## src/hdl/hrc_pkg.sv

```systemverilog
// ============================================================================
// hrc_pkg
// shared types, constants and letter tables of the hangul romanization composer
// ============================================================================
`default_nettype none

package hrc_pkg;

    localparam int MAX_CHARS = 64;
    localparam int ADDR_W    = $clog2(MAX_CHARS);
    localparam int CNT_W     = $clog2(MAX_CHARS + 1);
    localparam int LIMIT_W   = 7;
    localparam int WIN       = 5;

    localparam logic [LIMIT_W-1:0] LIMIT_RESET = 7'd16;
    localparam logic [LIMIT_W-1:0] LIMIT_MIN   = 7'd1;
    localparam logic [LIMIT_W-1:0] LIMIT_CAP   = 7'd64;

    localparam logic [15:0] SYL_BASE     = 16'hAC00;
    localparam logic [15:0] INIT_STRIDE  = 16'd588;
    localparam logic [15:0] VOWEL_STRIDE = 16'd28;
    localparam logic [7:0]  UTF8_LEAD3   = 8'hE0;
    localparam logic [7:0]  UTF8_CONT    = 8'h80;
    localparam logic [5:0]  UTF8_MASK    = 6'h3F;

    typedef struct packed {
        logic [7:0] in_char;
        logic       in_last;
    } hrc_in_t;

    typedef struct packed {
        logic [7:0] out_byte;
        logic       out_valid;
        logic       out_last;
    } hrc_out_t;

    typedef struct packed {
        logic       found;
        logic [4:0] idx;
        logic [1:0] len;
    } match_t;

    typedef struct packed {
        logic       load;
        logic       add;
        logic       has_vowel;
        logic [4:0] ini;
        logic [4:0] vow;
    } calc_ctl_t;

    function automatic match_t hit(input logic [4:0] idx, input logic [1:0] len);
        match_t m;
        m.found = 1'b1;
        m.idx   = idx;
        m.len   = len;
        return m;
    endfunction

    function automatic logic [15:0] init_jamo(input logic [4:0] idx);
        logic [15:0] j;
        unique case (idx)
            5'd0:    j = 16'h3131;
            5'd1:    j = 16'h3132;
            5'd2:    j = 16'h3134;
            5'd3:    j = 16'h3137;
            5'd4:    j = 16'h3138;
            5'd5:    j = 16'h3139;
            5'd6:    j = 16'h3141;
            5'd7:    j = 16'h3142;
            5'd8:    j = 16'h3143;
            5'd9:    j = 16'h3145;
            5'd10:   j = 16'h3146;
            5'd11:   j = 16'h3147;
            5'd12:   j = 16'h3148;
            5'd13:   j = 16'h3149;
            5'd14:   j = 16'h314A;
            5'd15:   j = 16'h314B;
            5'd16:   j = 16'h314C;
            5'd17:   j = 16'h314D;
            5'd18:   j = 16'h314E;
            default: j = 16'h3131;
        endcase
        return j;
    endfunction

    // longest initial consonant at the head of the window
    function automatic match_t init_match(
        input logic [7:0] c0,
        input logic [7:0] c1,
        input logic       v0,
        input logic       v1
    );
        match_t m;
        m = '0;
        if (v0 && v1)
        begin
            unique case ({c0, c1})
                "gg":    m = hit(5'd1, 2'd2);
                "dd":    m = hit(5'd4, 2'd2);
                "bb":    m = hit(5'd8, 2'd2);
                "ss":    m = hit(5'd10, 2'd2);
                "jj":    m = hit(5'd13, 2'd2);
                "ch":    m = hit(5'd14, 2'd2);
                default: m = '0;
            endcase
        end
        if (!m.found && v0)
        begin
            unique case (c0)
                "g":     m = hit(5'd0, 2'd1);
                "n":     m = hit(5'd2, 2'd1);
                "d":     m = hit(5'd3, 2'd1);
                "r":     m = hit(5'd5, 2'd1);
                "m":     m = hit(5'd6, 2'd1);
                "b":     m = hit(5'd7, 2'd1);
                "s":     m = hit(5'd9, 2'd1);
                "o":     m = hit(5'd11, 2'd1);
                "j":     m = hit(5'd12, 2'd1);
                "k":     m = hit(5'd15, 2'd1);
                "t":     m = hit(5'd16, 2'd1);
                "p":     m = hit(5'd17, 2'd1);
                "h":     m = hit(5'd18, 2'd1);
                default: m = '0;
            endcase
        end
        return m;
    endfunction

    // longest vowel at the head of the given three letters
    function automatic match_t vowel_match(
        input logic [7:0] c0,
        input logic [7:0] c1,
        input logic [7:0] c2,
        input logic       v0,
        input logic       v1,
        input logic       v2
    );
        match_t m;
        m = '0;
        if (v0 && v1 && v2)
        begin
            unique case ({c0, c1, c2})
                "yae":   m = hit(5'd3, 2'd3);
                "yeo":   m = hit(5'd6, 2'd3);
                "wae":   m = hit(5'd10, 2'd3);
                default: m = '0;
            endcase
        end
        if (!m.found && v0 && v1)
        begin
            unique case ({c0, c1})
                "ae":    m = hit(5'd1, 2'd2);
                "ya":    m = hit(5'd2, 2'd2);
                "eo":    m = hit(5'd4, 2'd2);
                "ye":    m = hit(5'd7, 2'd2);
                "wa":    m = hit(5'd9, 2'd2);
                "oe":    m = hit(5'd11, 2'd2);
                "yo":    m = hit(5'd12, 2'd2);
                "wo":    m = hit(5'd14, 2'd2);
                "we":    m = hit(5'd15, 2'd2);
                "wi":    m = hit(5'd16, 2'd2);
                "yu":    m = hit(5'd17, 2'd2);
                "eu":    m = hit(5'd18, 2'd2);
                "ui":    m = hit(5'd19, 2'd2);
                default: m = '0;
            endcase
        end
        if (!m.found && v0)
        begin
            unique case (c0)
                "a":     m = hit(5'd0, 2'd1);
                "e":     m = hit(5'd5, 2'd1);
                "o":     m = hit(5'd8, 2'd1);
                "u":     m = hit(5'd13, 2'd1);
                "i":     m = hit(5'd20, 2'd1);
                default: m = '0;
            endcase
        end
        return m;
    endfunction

endpackage

`default_nettype wire

```

## src/hdl/hrc_buffer.sv

```systemverilog
// ============================================================================
// hrc_buffer
// character store, one write and one registered read per cycle
// ============================================================================
`default_nettype none

module hrc_buffer
    import hrc_pkg::*;
(
    input  wire logic              clk,
    input  wire logic              we,
    input  wire logic [ADDR_W-1:0] waddr,
    input  wire logic [7:0]        wdata,
    input  wire logic [ADDR_W-1:0] raddr,
    output logic      [7:0]        rdata
);

    logic [7:0] mem [MAX_CHARS];
    logic [7:0] rdata_reg;

    always_ff @(posedge clk)
    begin
        if (we)
        begin
            mem[waddr] <= wdata;
        end
    end

    always_ff @(posedge clk)
    begin
        rdata_reg <= mem[raddr];
    end

    assign rdata = rdata_reg;

endmodule

`default_nettype wire

```

## src/hdl/hrc_calc.sv

```systemverilog
// ============================================================================
// hrc_calc
// code point accumulator around one shared 16-bit adder
// ============================================================================
`default_nettype none

module hrc_calc
    import hrc_pkg::*;
(
    input  wire logic        clk,
    input  wire logic        rst_n,
    input  wire calc_ctl_t   ctl,
    output logic      [15:0] cp
);

    logic [15:0] acc_reg;
    logic [15:0] acc_next;
    logic [15:0] op_a;
    logic [15:0] op_b;
    logic [15:0] sum;

    always_comb
    begin
        op_a = acc_reg;
        op_b = '0;
        if (ctl.load)
        begin
            op_a = ctl.has_vowel ? SYL_BASE : init_jamo(ctl.ini);
            op_b = ctl.has_vowel ? 16'({11'd0, ctl.ini} * INIT_STRIDE) : '0;
        end
        else if (ctl.add)
        begin
            op_b = ctl.has_vowel ? 16'({11'd0, ctl.vow} * VOWEL_STRIDE) : '0;
        end
    end

    assign sum = op_a + op_b;

    always_comb
    begin
        acc_next = acc_reg;
        if (ctl.load || ctl.add)
        begin
            acc_next = sum;
        end
    end

    always_ff @(posedge clk or negedge rst_n)
    begin
        if (!rst_n)
        begin
            acc_reg <= '0;
        end
        else
        begin
            acc_reg <= acc_next;
        end
    end

    assign cp = acc_reg;

endmodule

`default_nettype wire

```

## src/hdl/hangul_romanization_composer_top.sv

```systemverilog
// ============================================================================
// hangul_romanization_composer_top
// romanized korean to utf-8 composer with a load phase and a scan sequencer
// ============================================================================
// usage
//   request: start with req (in_char, in_last) is taken when busy is low,
//   one byte per cycle while loading. bytes past the store depth are dropped.
//   a request with in_last set starts the scan; busy stays high until done.
//   results: one byte per strobe cycle on result; out_last marks the final
//   byte, an empty run gives one strobe with out_valid low and out_last high.
//   cfg_we/cfg_data write out_limit; the user must write it only while the
//   block is idle, as the block itself has no check for it.
//   the scan walks positions through a five-letter window read from the
//   store one letter a cycle, then matches; an initial takes a load and
//   an add on the shared adder, then three bytes of output if its unit
//   fits (else the unit is dropped); a copied byte takes fetch and match
//   only. a finish state closes the run. a byte is held until the next
//   one is known and shows in the cycle after that; the last one shows
//   in the cycle after the close, when busy is already low and the next
//   string can load.
// reset clears the sequencer, counters and out_limit (to 16); the store is
// not cleared. the receiver cannot stall: each strobe lasts one cycle.
// ============================================================================
`default_nettype none

module hangul_romanization_composer_top
    import hrc_pkg::*;
(
    input  wire logic               clk,
    input  wire logic               rst_n,
    input  wire logic               start,
    output logic                    busy,
    input  wire hrc_in_t            req,
    output logic                    strobe,
    output hrc_out_t                result,
    input  wire logic               cfg_we,
    input  wire logic [LIMIT_W-1:0] cfg_data
);

    localparam logic [2:0] S_IDLE   = 3'd0;
    localparam logic [2:0] S_FETCH  = 3'd1;
    localparam logic [2:0] S_MATCH  = 3'd2;
    localparam logic [2:0] S_CALC0  = 3'd3;
    localparam logic [2:0] S_CALC1  = 3'd4;
    localparam logic [2:0] S_EMIT   = 3'd5;
    localparam logic [2:0] S_FINISH = 3'd6;

    logic [2:0]         state_reg,     state_next;
    logic [LIMIT_W-1:0] limit_cfg_reg, limit_cfg_next;
    logic [CNT_W-1:0]   count_reg,     count_next;
    logic [CNT_W-1:0]   pos_reg,       pos_next;
    logic [LIMIT_W-1:0] n_reg,         n_next;
    logic [2:0]         k_reg,         k_next;
    logic [7:0]         win_reg [WIN];
    logic [7:0]         win_next [WIN];
    logic [4:0]         ini_reg,       ini_next;
    logic [4:0]         vow_reg,       vow_next;
    logic               hasv_reg,      hasv_next;
    logic [2:0]         adv_reg,       adv_next;
    logic [1:0]         e_reg,         e_next;
    logic               pend_v_reg,    pend_v_next;
    logic [7:0]         pend_b_reg,    pend_b_next;
    logic               strobe_reg,    strobe_next;
    hrc_out_t           result_reg,    result_next;

    logic               accept;
    logic               buf_we;
    logic [ADDR_W-1:0]  raddr;
    logic [7:0]         rdata;
    logic [CNT_W:0]     fetch_sum;
    logic [WIN-1:0]     win_v;
    logic [LIMIT_W-1:0] limit;
    match_t             im;
    match_t             vm;
    calc_ctl_t          calc_ctl;
    logic [15:0]        cp;
    logic               push_en;
    logic [7:0]         push_byte;
    logic [CNT_W:0]     step_sum;
    logic [CNT_W:0]     copy_sum;

    assign busy   = (state_reg != S_IDLE);
    assign accept = start && !busy;
    assign buf_we = accept && (count_reg < CNT_W'(MAX_CHARS));

    assign fetch_sum = {1'b0, pos_reg} + (CNT_W + 1)'(k_reg);
    assign raddr     = fetch_sum[ADDR_W-1:0];

    hrc_buffer u_buffer (
        .clk   (clk),
        .we    (buf_we),
        .waddr (count_reg[ADDR_W-1:0]),
        .wdata (req.in_char),
        .raddr (raddr),
        .rdata (rdata)
    );

    always_comb
    begin
        for (int i = 0; i < WIN; i++)
        begin
            win_v[i] = ({1'b0, pos_reg} + (CNT_W + 1)'(i)) < {1'b0, count_reg};
        end
    end

    always_comb
    begin
        priority if (limit_cfg_reg < LIMIT_MIN)
        begin
            limit = LIMIT_MIN;
        end
        else if (limit_cfg_reg > LIMIT_CAP)
        begin
            limit = LIMIT_CAP;
        end
        else
        begin
            limit = limit_cfg_reg;
        end
    end

    always_comb
    begin
        im = init_match(win_reg[0], win_reg[1], win_v[0], win_v[1]);
        if (im.len == 2'd2)
        begin
            vm = vowel_match(win_reg[2], win_reg[3], win_reg[4],
                             win_v[2], win_v[3], win_v[4]);
        end
        else
        begin
            vm = vowel_match(win_reg[1], win_reg[2], win_reg[3],
                             win_v[1], win_v[2], win_v[3]);
        end
    end

    assign calc_ctl.load      = (state_reg == S_CALC0);
    assign calc_ctl.add       = (state_reg == S_CALC1);
    assign calc_ctl.has_vowel = hasv_reg;
    assign calc_ctl.ini       = ini_reg;
    assign calc_ctl.vow       = vow_reg;

    hrc_calc u_calc (
        .clk   (clk),
        .rst_n (rst_n),
        .ctl   (calc_ctl),
        .cp    (cp)
    );

    assign step_sum = {1'b0, pos_reg} + (CNT_W + 1)'(adv_reg);
    assign copy_sum = {1'b0, pos_reg} + (CNT_W + 1)'(1);

    always_comb
    begin
        state_next     = state_reg;
        limit_cfg_next = limit_cfg_reg;
        count_next     = count_reg;
        pos_next       = pos_reg;
        n_next         = n_reg;
        k_next         = k_reg;
        win_next       = win_reg;
        ini_next       = ini_reg;
        vow_next       = vow_reg;
        hasv_next      = hasv_reg;
        adv_next       = adv_reg;
        e_next         = e_reg;
        pend_v_next    = pend_v_reg;
        pend_b_next    = pend_b_reg;
        strobe_next    = 1'b0;
        result_next    = result_reg;
        push_en        = 1'b0;
        push_byte      = win_reg[0];

        if (cfg_we)
        begin
            limit_cfg_next = cfg_data;
        end

        unique case (state_reg)
            S_IDLE:
            begin
                if (accept)
                begin
                    if (buf_we)
                    begin
                        count_next = count_reg + CNT_W'(1);
                    end
                    if (req.in_last)
                    begin
                        pos_next    = '0;
                        n_next      = '0;
                        k_next      = '0;
                        pend_v_next = 1'b0;
                        state_next  = S_FETCH;
                    end
                end
            end
            S_FETCH:
            begin
                if (k_reg != 3'd0)
                begin
                    win_next[k_reg - 3'd1] = rdata;
                end
                if (k_reg == 3'(WIN))
                begin
                    state_next = S_MATCH;
                end
                else
                begin
                    k_next = k_reg + 3'd1;
                end
            end
            S_MATCH:
            begin
                k_next = '0;
                if (!im.found)
                begin
                    if ((n_reg + LIMIT_W'(1)) >= limit)
                    begin
                        state_next = S_FINISH;
                    end
                    else
                    begin
                        push_en   = 1'b1;
                        push_byte = win_reg[0];
                        n_next    = n_reg + LIMIT_W'(1);
                        pos_next  = copy_sum[CNT_W-1:0];
                        state_next = (copy_sum >= {1'b0, count_reg}) ? S_FINISH : S_FETCH;
                    end
                end
                else
                begin
                    ini_next   = im.idx;
                    vow_next   = vm.idx;
                    hasv_next  = vm.found;
                    adv_next   = {1'b0, im.len} + (vm.found ? {1'b0, vm.len} : 3'd0);
                    state_next = S_CALC0;
                end
            end
            S_CALC0:
            begin
                state_next = S_CALC1;
            end
            S_CALC1:
            begin
                e_next = '0;
                if ((n_reg + LIMIT_W'(3)) < limit)
                begin
                    state_next = S_EMIT;
                end
                else
                begin
                    pos_next   = step_sum[CNT_W-1:0];
                    state_next = (step_sum >= {1'b0, count_reg}) ? S_FINISH : S_FETCH;
                end
            end
            S_EMIT:
            begin
                push_en = 1'b1;
                unique case (e_reg)
                    2'd0:    push_byte = UTF8_LEAD3 | {4'd0, cp[15:12]};
                    2'd1:    push_byte = UTF8_CONT | {2'd0, cp[11:6] & UTF8_MASK};
                    default: push_byte = UTF8_CONT | {2'd0, cp[5:0] & UTF8_MASK};
                endcase
                if (e_reg == 2'd2)
                begin
                    n_next     = n_reg + LIMIT_W'(3);
                    pos_next   = step_sum[CNT_W-1:0];
                    state_next = (step_sum >= {1'b0, count_reg}) ? S_FINISH : S_FETCH;
                end
                else
                begin
                    e_next = e_reg + 2'd1;
                end
            end
            S_FINISH:
            begin
                strobe_next          = 1'b1;
                result_next.out_byte  = pend_v_reg ? pend_b_reg : 8'd0;
                result_next.out_valid = pend_v_reg;
                result_next.out_last  = 1'b1;
                pend_v_next          = 1'b0;
                count_next           = '0;
                state_next           = S_IDLE;
            end
            default:
            begin
                state_next = S_IDLE;
            end
        endcase

        // hold one byte back so the final one can carry out_last
        if (push_en)
        begin
            if (pend_v_reg)
            begin
                strobe_next           = 1'b1;
                result_next.out_byte  = pend_b_reg;
                result_next.out_valid = 1'b1;
                result_next.out_last  = 1'b0;
            end
            pend_v_next = 1'b1;
            pend_b_next = push_byte;
        end
    end

    always_ff @(posedge clk or negedge rst_n)
    begin
        if (!rst_n)
        begin
            state_reg     <= S_IDLE;
            limit_cfg_reg <= LIMIT_RESET;
            count_reg     <= '0;
            pos_reg       <= '0;
            n_reg         <= '0;
            k_reg         <= '0;
            e_reg         <= '0;
            pend_v_reg    <= 1'b0;
            strobe_reg    <= 1'b0;
        end
        else
        begin
            state_reg     <= state_next;
            limit_cfg_reg <= limit_cfg_next;
            count_reg     <= count_next;
            pos_reg       <= pos_next;
            n_reg         <= n_next;
            k_reg         <= k_next;
            e_reg         <= e_next;
            pend_v_reg    <= pend_v_next;
            strobe_reg    <= strobe_next;
        end
    end

    always_ff @(posedge clk)
    begin
        win_reg    <= win_next;
        ini_reg    <= ini_next;
        vow_reg    <= vow_next;
        hasv_reg   <= hasv_next;
        adv_reg    <= adv_next;
        pend_b_reg <= pend_b_next;
        result_reg <= result_next;
    end

    assign strobe = strobe_reg;
    assign result = result_reg;

endmodule

`default_nettype wire

```

## config.mk

```make
export PLATFORM = sky130hd
export DESIGN_NAME = hangul_romanization_composer_top
export DESIGN_NICKNAME = d
export VERILOG_FILES = /design/src/hdl/hrc_pkg.sv /design/src/hdl/hrc_buffer.sv /design/src/hdl/hrc_calc.sv /design/src/hdl/hangul_romanization_composer_top.sv
export SDC_FILE = /design/constraint.sdc
export NUM_CORES = 1
export LEC_CHECK = 0
export ABC_AREA = 1
export BUFFER_PORTS_ARGS = -buffer_cell sky130_fd_sc_hd__buf_2
export CAP_MARGIN = 0
export CORE_MARGIN = 2
export CORE_UTILIZATION = 50
export CTS_CLUSTER_DIAMETER = 200
export DETAILED_ROUTE_END_ITERATION = 8
export PLACE_DENSITY = 0.65
export SYNTH_ARGS = -nofsm -noshare
export SYNTH_HDL_FRONTEND = slang
export SYNTH_SLANG_ARGS = --single-unit
```

## constraint.sdc

```tcl
create_clock -name clk -period 5.5 [get_ports clk]
set_clock_uncertainty 0.1 [all_clocks]
set_input_delay 0.825 -clock clk [delete_from_list [all_inputs] [get_ports clk]]
set_output_delay 0.825 -clock clk [all_outputs]
set_load 0.05 [all_outputs]
```

==> results.sh, run 1 <==
export IMPL_outcome="finished, final reports clean"
export IMPL_max_freq_ghz=0.215
export IMPL_post_place_ws_ps=854
export IMPL_p_leak_uw=0.0130
export IMPL_multi_input_area_sq_mm=0.0109
export IMPL_syn_area_sq_mm=0.0313
export IMPL_layout_common_cells="574 x edfxtp_1, 476 x nor2_1, 356 x nand2_1, 229 x o21ai_0, 221 x inv_1"
export IMPL_die_w_um=254
export IMPL_grt_first_pass_wirelength_mm=122
export IMPL_critPathBufInv=3
export IMPL_dieArea_sq_mm=0.0646
export IMPL_powerDensity_mw_per_mm2=572
export IMPL_viasPerCell=5.77
export IMPL_cts_buffers=70
export IMPL_path_max_fanout=5
export IMPL_synth_nets=3034
export IMPL_worstSkewPairLatency_ps=620
export IMPL_ys_types=60
export IMPL_grt_use_met2_pct=40.5
export IMPL_clk_pin_slew_ps=60
export IMPL_cts_sinks=652
export IMPL_cp_slowest_cell="edfxtp_1"
export IMPL_cts_repair_resized=0
export IMPL_ys_warn_count=0
export IMPL_hold_path_class="in -> async"
export IMPL_critPathMaxStageDelay_ps=440
export IMPL_crit_path_end_kind="register"
export IMPL_critical_path_required_ps=5850
export IMPL_largest_reg_flops=512
export IMPL_tritoncts="done"
export IMPL_ir_worst_vdd_mv=0.845
export IMPL_async_flop_share_pct=8.28
export IMPL_grt_pass1_vias=21457
export IMPL_root_buffer="clkbuf_16"
export IMPL_critPathTopFamily="adder cells"
export IMPL_io_buffers=31
export IMPL_ios=32
export IMPL_layout_commonest_cell="edfxtp_1"
export IMPL_syn_area_per_cell_sq_um=10.8
export IMPL_setup_viol_count_final=0
export IMPL_slew_viol_final=0
export IMPL_grt_start_max_net_pins=183
export IMPL_antenna_found_initial=0
export IMPL_layoutNonFillerInstCount=3785
export IMPL_finalNetCount=3045
export IMPL_rsz0062_at_grt="false"
export IMPL_antenna_cells=0
export IMPL_postCtsSetupRepairBufs=0
export IMPL_min_period_ps=4640
export IMPL_final_util_pct=55.8
export IMPL_dr_pass1_iters=6
export IMPL_grt_busiest_layer="met2"
export IMPL_dp_hpwl_mm=49.7
export IMPL_rows=91
export IMPL_cts_path_max_buffers=3
export IMPL_synth_ff_type="edfxtp_1"
export IMPL_gr_total_overflow=0
export IMPL_drc_errors=0
export IMPL_cts_hold_buf=0
export IMPL_core_sq_mm=0.0618
export IMPL_dp_cells=3662
export IMPL_final_hold_violation_count=0
export IMPL_ys_ff_latch=652
export IMPL_routedWlPerCell_um=20.7
export IMPL_grt_usage_pct=24.5
export IMPL_route_final_wire_length_mm=78.3
export IMPL_ant_nets=0
export IMPL_synth_edf_count=574
export IMPL_tightest_slew_ps=1060
export IMPL_grt_use_met1_pct=32.6
export IMPL_fin_ws_ps=858
export IMPL_gp_congestion=0.902
export IMPL_via_count=21850
export IMPL_initial_core_util_pct=50.6
export IMPL_htreeDepth=3
export IMPL_cp_data_arrival_time_ps=5000
export IMPL_syn_to_final_growth_pct=10.2
export IMPL_startpoint_type="register"
export IMPL_crit_top_cell="ha_1"
export IMPL_first_iter_violations=2454
export IMPL_grt_util_met3_pct=3.72
export IMPL_slew_headroom_pct=28.9
export IMPL_crit_type="reg -> reg"
export IMPL_fin_crit_sh_pct=84.4
export IMPL_drive_gt1_share_pct=7.56
export IMPL_die_h_um=254
export IMPL_ff_latch_area_sq_mm=0.0191
export IMPL_cap_violations=0
export IMPL_syn_inst=2886
export IMPL_fin_setup_tns_ps=0
export IMPL_ys_seq_area_share_pct=61.0
export IMPL_fillCellCount=5267
==> synth_stat cells, types with 10 or more instances <==
cell,n,area (sq um)
nand2_2,13,81.3
inv_2,12,45.0
o22ai_1,22,138
nand2_1,356,1340
xor2_1,33,289
a21oi_1,100,500
dfxtp_1,24,480
buf_2,18,90.1
nor2_2,10,62.6
o21ai_0,229,1150
a31oi_1,11,68.8
o31ai_1,11,82.6
clkbuf_1,84,315
a211oi_1,12,90.1
mux2i_1,73,731
ha_1,119,1490
inv_1,222,833
o221ai_1,65,569
dfrtp_1,53,1330
edfxtp_1,574,17200
nor2_1,476,1790
o32ai_1,57,499
nand4_1,28,175
nand3_1,152,761
nor3_1,21,105
==> area by class of cell <==
type	count	area share, %
Sequential cell	652	55.3
Multi-Input combinational cell	1883	31.6
Clock buffer	96	5.72
Tap cell	837	3.04
Inverter	235	2.60
Timing Repair Buffer	55	1.12
Clock inverter	27	0.642
==> path summary, 6_finish.rpt <==
kind	slack, ps	startpoint	cells past startpoint	to
setup / recovery	860	ini_reg[3]	25	u_calc.cp[14]
hold / removal	270	rst_n	2	limit_cfg_reg[0]
min in group clk	350	cfg_data[2]	2	limit_cfg_reg[2]
max in group asynchronous	4480	rst_n	2	k_reg[2]
setup reg to reg	860	ini_reg[3]	25	u_calc.cp[14]
hold reg to reg	360	result[1]	2	result[1]
==> metal layers <==
metal,vias to the layer above,part of all wire [%]
met2,772,48
met1,10562,42
met4,0,3.8
met3,175,6.1
met5,-,0
li1,10341,-
==> cell families after synthesis <==
| logic type | Yosys count | synth area share, % |
|---|---|---|
| xor gates and xnor gates | 42 | 1.18 |
| and+or+nand+nor | 1084 | 14.6 |
| adders and majority gates | 128 | 5.34 |
| AOI/OAI and AO/OA | 553 | 11.1 |
| buffers and inverters | 351 | 4.40 |
| DFF | 652 | 61.0 |
| muxes | 76 | 2.44 |
==> through the flow <==
stage	area (sq um)	hold WS, ps	total power [uW]
final	34500	268	19700
after global placement	32300	345	15100
after detailed placement	32300	352	15200
after CTS	34500	279	19800
after floorplan	31300	314	12500
after global routing	34500	319	20900
==> worst reg2reg max path, stage by stage, from the launching register on <==
cell and delay, ps:
edfxtp_1 440, inv_1 120, ha_1 220, ha_1 160
or2_2 290, ha_1 280, ha_1 370, nand2_1 80
nor2_1 40, a211oi_1 150, o21ai_0 150, and2_1 170
nor2_1 80, o21bai_1 90, nand2_1 90, o21bai_1 70
o21ai_0 150, a21oi_1 60, ha_1 340, inv_1 60
nor3_1 220, inv_1 60, o311ai_0 400, xor2_1 120
nand2_1 70, o21ai_0 100
==> report_power, final <==
| group | internal (uW) | leakage (uW) | switching (uW) | total (uW) |
|---|---|---|---|---|
| clock network | 2570 | 0.00108 | 1930 | 4500 |
| registers | 5700 | 0.00604 | 299 | 6000 |
| logic | 2910 | 0.00584 | 6300 | 9210 |
| total | 11200 | 0.0130 | 8530 | 19700 |
No activity file was read; power rests on OpenSTA's default activity.
==> inputs of run 2 (changes only) <==
--- a/config.mk
+++ b/config.mk
@@ -5,7 +5,7 @@
 export SDC_FILE = /design/constraint.sdc
 export NUM_CORES = 1
 export LEC_CHECK = 0
-export ABC_AREA = 1
+export ABC_AREA = 0
 export BUFFER_PORTS_ARGS = -buffer_cell sky130_fd_sc_hd__buf_2
 export CAP_MARGIN = 0
 export CORE_MARGIN = 2
==> constraint.sdc (replaced) <==
create_clock -name clk -period 4.8 [get_ports clk]
set_clock_uncertainty 0.1 [all_clocks]
set_input_delay 0.72 -clock clk [delete_from_list [all_inputs] [get_ports clk]]
set_output_delay 0.72 -clock clk [all_outputs]
set_load 0.05 [all_outputs]
==> run 2 against run 1 <==
  * Non-clock buffer count grew 33
  * Highest routed layer unchanged
  * Combinational power rose by 7.5%
  * Worst setup slack worse by 540 ps
  * First-iteration DRC count decreased by 31%
  * Design area decreased by 2.1%
  * Clock power rose by 14%
  * Count of clock-buffer cells in the layout down 8
  * Synthesized cell count decreased by 32%
  * Area after synthesis down 3.3%
==> results.sh, run 2 <==
export IMPL_largest_reg_flops=512
export IMPL_async_flop_share_pct=8.28
export IMPL_cts_buffers=69
export IMPL_layoutNonFillerInstCount=2868
export IMPL_postCtsSetupRepairBufs=0
export IMPL_combinationalPowerShare_pct=45.0
export IMPL_fin_setup_tns_ps=0
export IMPL_crit_top_cell="ha_1"
export IMPL_dieArea_sq_mm=0.0625
export IMPL_fillCellCount=4579
export IMPL_critical_path_required_ps=5190
export IMPL_finalNetCount=2181
export IMPL_power_internal_uw=14200
export IMPL_grt_pass1_vias=17604
export IMPL_synth_edf_count=574
export IMPL_dp_cells=2744
export IMPL_cts_sinks=652
export IMPL_synth_ff_type="edfxtp_1"
export IMPL_tightest_slew_ps=1260
export IMPL_antenna_found_initial=0
export IMPL_synth_largest_area_cell="edfxtp_1"
export IMPL_path_cells="buf_4, ha_1, ha_1, ha_1, ha_1, a31o_2, a21o_1, a21oi_1, nor2b_1, o21ai_0, nand2b_1, xnor2_1, nor2_1, ha_1, nand3_1, a21oi_1, o31ai_2, a21oi_1, or3_1, a31o_2"
export IMPL_multi_input_area_sq_mm=0.0107
export IMPL_worstSkewPairLatency_ps=610
export IMPL_max_freq_ghz=0.223
export IMPL_cp_slowest_cell="edfxtp_1"
export IMPL_synth_top_area_share_pct=57.0
export IMPL_root_buffer="clkbuf_16"
export IMPL_viasPerCell=6.07
export IMPL_path_max_fanout=6
export IMPL_ff_latch_area_sq_mm=0.0191
export IMPL_timing_hold_ws_ps=145
export IMPL_core_sq_mm=0.0600
export IMPL_drive_gt1_share_pct=18.7
export IMPL_ys_seq_area_share_pct=63.1
export IMPL_crit_type="reg -> reg"
export IMPL_ant_nets=0
export IMPL_ios=32
export IMPL_die_h_um=250
export IMPL_initial_core_util_pct=50.4
export IMPL_syn_area_sq_mm=0.0302
export IMPL_drc_errors=0
export IMPL_rows=90
export IMPL_setup_viol_count_final=0
export IMPL_dr_pass1_iters=5
export IMPL_clockPowerShare_pct=23.2
export IMPL_syn_inst=1954
export IMPL_critPathMaxStageDelay_ps=380
export IMPL_cts_repair_resized=0
export IMPL_synthTopCellsByCount="574 x edfxtp_1, 168 x mux4_2, 152 x nor2_1, 119 x ha_1, 116 x nand2_1"
export IMPL_outcome="finished, final reports clean"
export IMPL_clk_pin_slew_ps=60
export IMPL_layout_commonest_cell="edfxtp_1"
export IMPL_powerDensity_mw_per_mm2=652
export IMPL_slew_viol_final=0
export IMPL_slew_headroom_pct=15.7
export IMPL_ys_types=85
export IMPL_final_hold_violation_count=0
export IMPL_power_frac_seq_pct=31.8
export IMPL_route_final_wire_length_mm=69.8
export IMPL_grt_usage_pct=22.7
export IMPL_gr_total_overflow=0
export IMPL_design_area_sq_mm=0.0337
export IMPL_fin_crit_sh_pct=93.5
export IMPL_syn_area_per_cell_sq_um=15.5
export IMPL_min_period_ps=4490
export IMPL_cap_violations=0
export IMPL_synth_area_top_cells="edfxtp_1 57%, mux4_2 13%, ha_1 4.9%"
export IMPL_io_buffers=31
export IMPL_layout_common_cells="574 x edfxtp_1, 168 x mux4_2, 152 x nor2_1, 118 x ha_1, 116 x nand2_1"
export IMPL_tritoncts="done"
export IMPL_syn_to_final_growth_pct=11.6
export IMPL_cp_data_arrival_time_ps=4870
export IMPL_synth_most_common_cell="edfxtp_1"
export IMPL_p_switching_uw=7840
export IMPL_via_count=17419
export IMPL_die_w_um=250
export IMPL_cts_hold_buf=0
export IMPL_rsz0062_at_grt="false"
export IMPL_htreeDepth=3
export IMPL_antenna_cells=0
export IMPL_grt_start_max_net_pins=65
export IMPL_first_iter_violations=1690
export IMPL_crit_path_end_kind="register"
export IMPL_ir_worst_vdd_mv=0.500
export IMPL_hold_path_class="in -> async"
export IMPL_critPathBufInv=1
export IMPL_p_sw_share_pct=35.6
export IMPL_ys_warn_count=0
export IMPL_cts_path_max_buffers=3
export IMPL_critPathTopFamily="compound AO/OA/AOI/OAI gates"
export IMPL_dp_hpwl_mm=46.2
export IMPL_synth_nets=2102
export IMPL_startpoint_type="register"
export IMPL_p_leak_uw=0.0117
export IMPL_reg2reg_slack_ps=310
export IMPL_placed_area_sq_mm=0.0316
export IMPL_grt_first_pass_wirelength_mm=107
export IMPL_ys_ff_latch=652
export IMPL_routedWlPerCell_um=24.4
export IMPL_gp_congestion=0.874
run 2: cell types whose count changed in the layout (fill, tap and decap cells not counted), sizes merged, moves of 122 or more:
cell / before / now
mux4: 0 / 168
nand3: 154 / 32
inv: 237 / 62
nor2: 490 / 152
nand2: 373 / 116
o21ai: 238 / 71
run 2: power groups by stage:
stage | registers (uW) | clock network (uW) | logic, uW
final | 7010 | 5110 | 9900
after global routing | 7060 | 5420 | 10500
after CTS | 7010 | 5190 | 9990
after detailed placement | 7120 | 0 | 9950
after global placement | 7110 | 0 | 9840
after floorplan | 7050 | 0 | 6730
run 2: area by class of cell:
class,instances,area share [%]
clock buffers,88,5.33
clock inverters,36,1.04
well taps,782,2.90
inverters,59,0.656
flip-flops and latches,652,56.5
repair buffers,88,1.99
multi-input cells,1163,31.6
run 2: cells by family after synthesis:
kind of cell / count (synthesis) / share of synthesized area [%]
flip-flops: 652 / 63.1
AND/OR/NAND/NOR: 474 / 7.77
AO/OA/AOI/OAI: 311 / 6.81
multiplexers: 187 / 13.2
buffers and inverters: 139 / 1.82
adder cells (fa/ha/maj): 128 / 5.52
XOR/XNOR: 63 / 1.82
run 2: metal layers:
metal | wire length, um | vias to the layer above | global-route usage, %
met3 | 4160 | 102 | 3.24
met2 | 34500 | 573 | 37.5
met1 | 29400 | 8885 | 31.5
li1 | - | 7859 | -
met5 | 0 | - | 0
met4 | 1820 | 0 | 7.23
run 2: final timing paths:
path	start	to	depth (start not counted)
setup / recovery	ini_reg[3]	u_calc.cp[14]	20
hold / removal	rst_n	u_calc.cp[11]	2
setup reg to reg	ini_reg[3]	u_calc.cp[14]	20
hold reg to reg	result[1]	result[1]	1
max in group asynchronous	rst_n	pos_reg[3]	2
min in group clk	cfg_data[4]	limit_cfg_reg[4]	2
run 2: per-stage QoR:
| stage | util, % | total power (uW) | setup slack [ps] |
|---|---|---|---|
| floorplan | - | 13800 | 440 |
| global placement | 52.6 | 16900 | 286 |
| detailed placement | 52.6 | 17100 | 251 |
| CTS | 56.2 | 22200 | 261 |
| global route | 56.2 | 23000 | 49.4 |
| finish | 56.2 | 22000 | 314 |
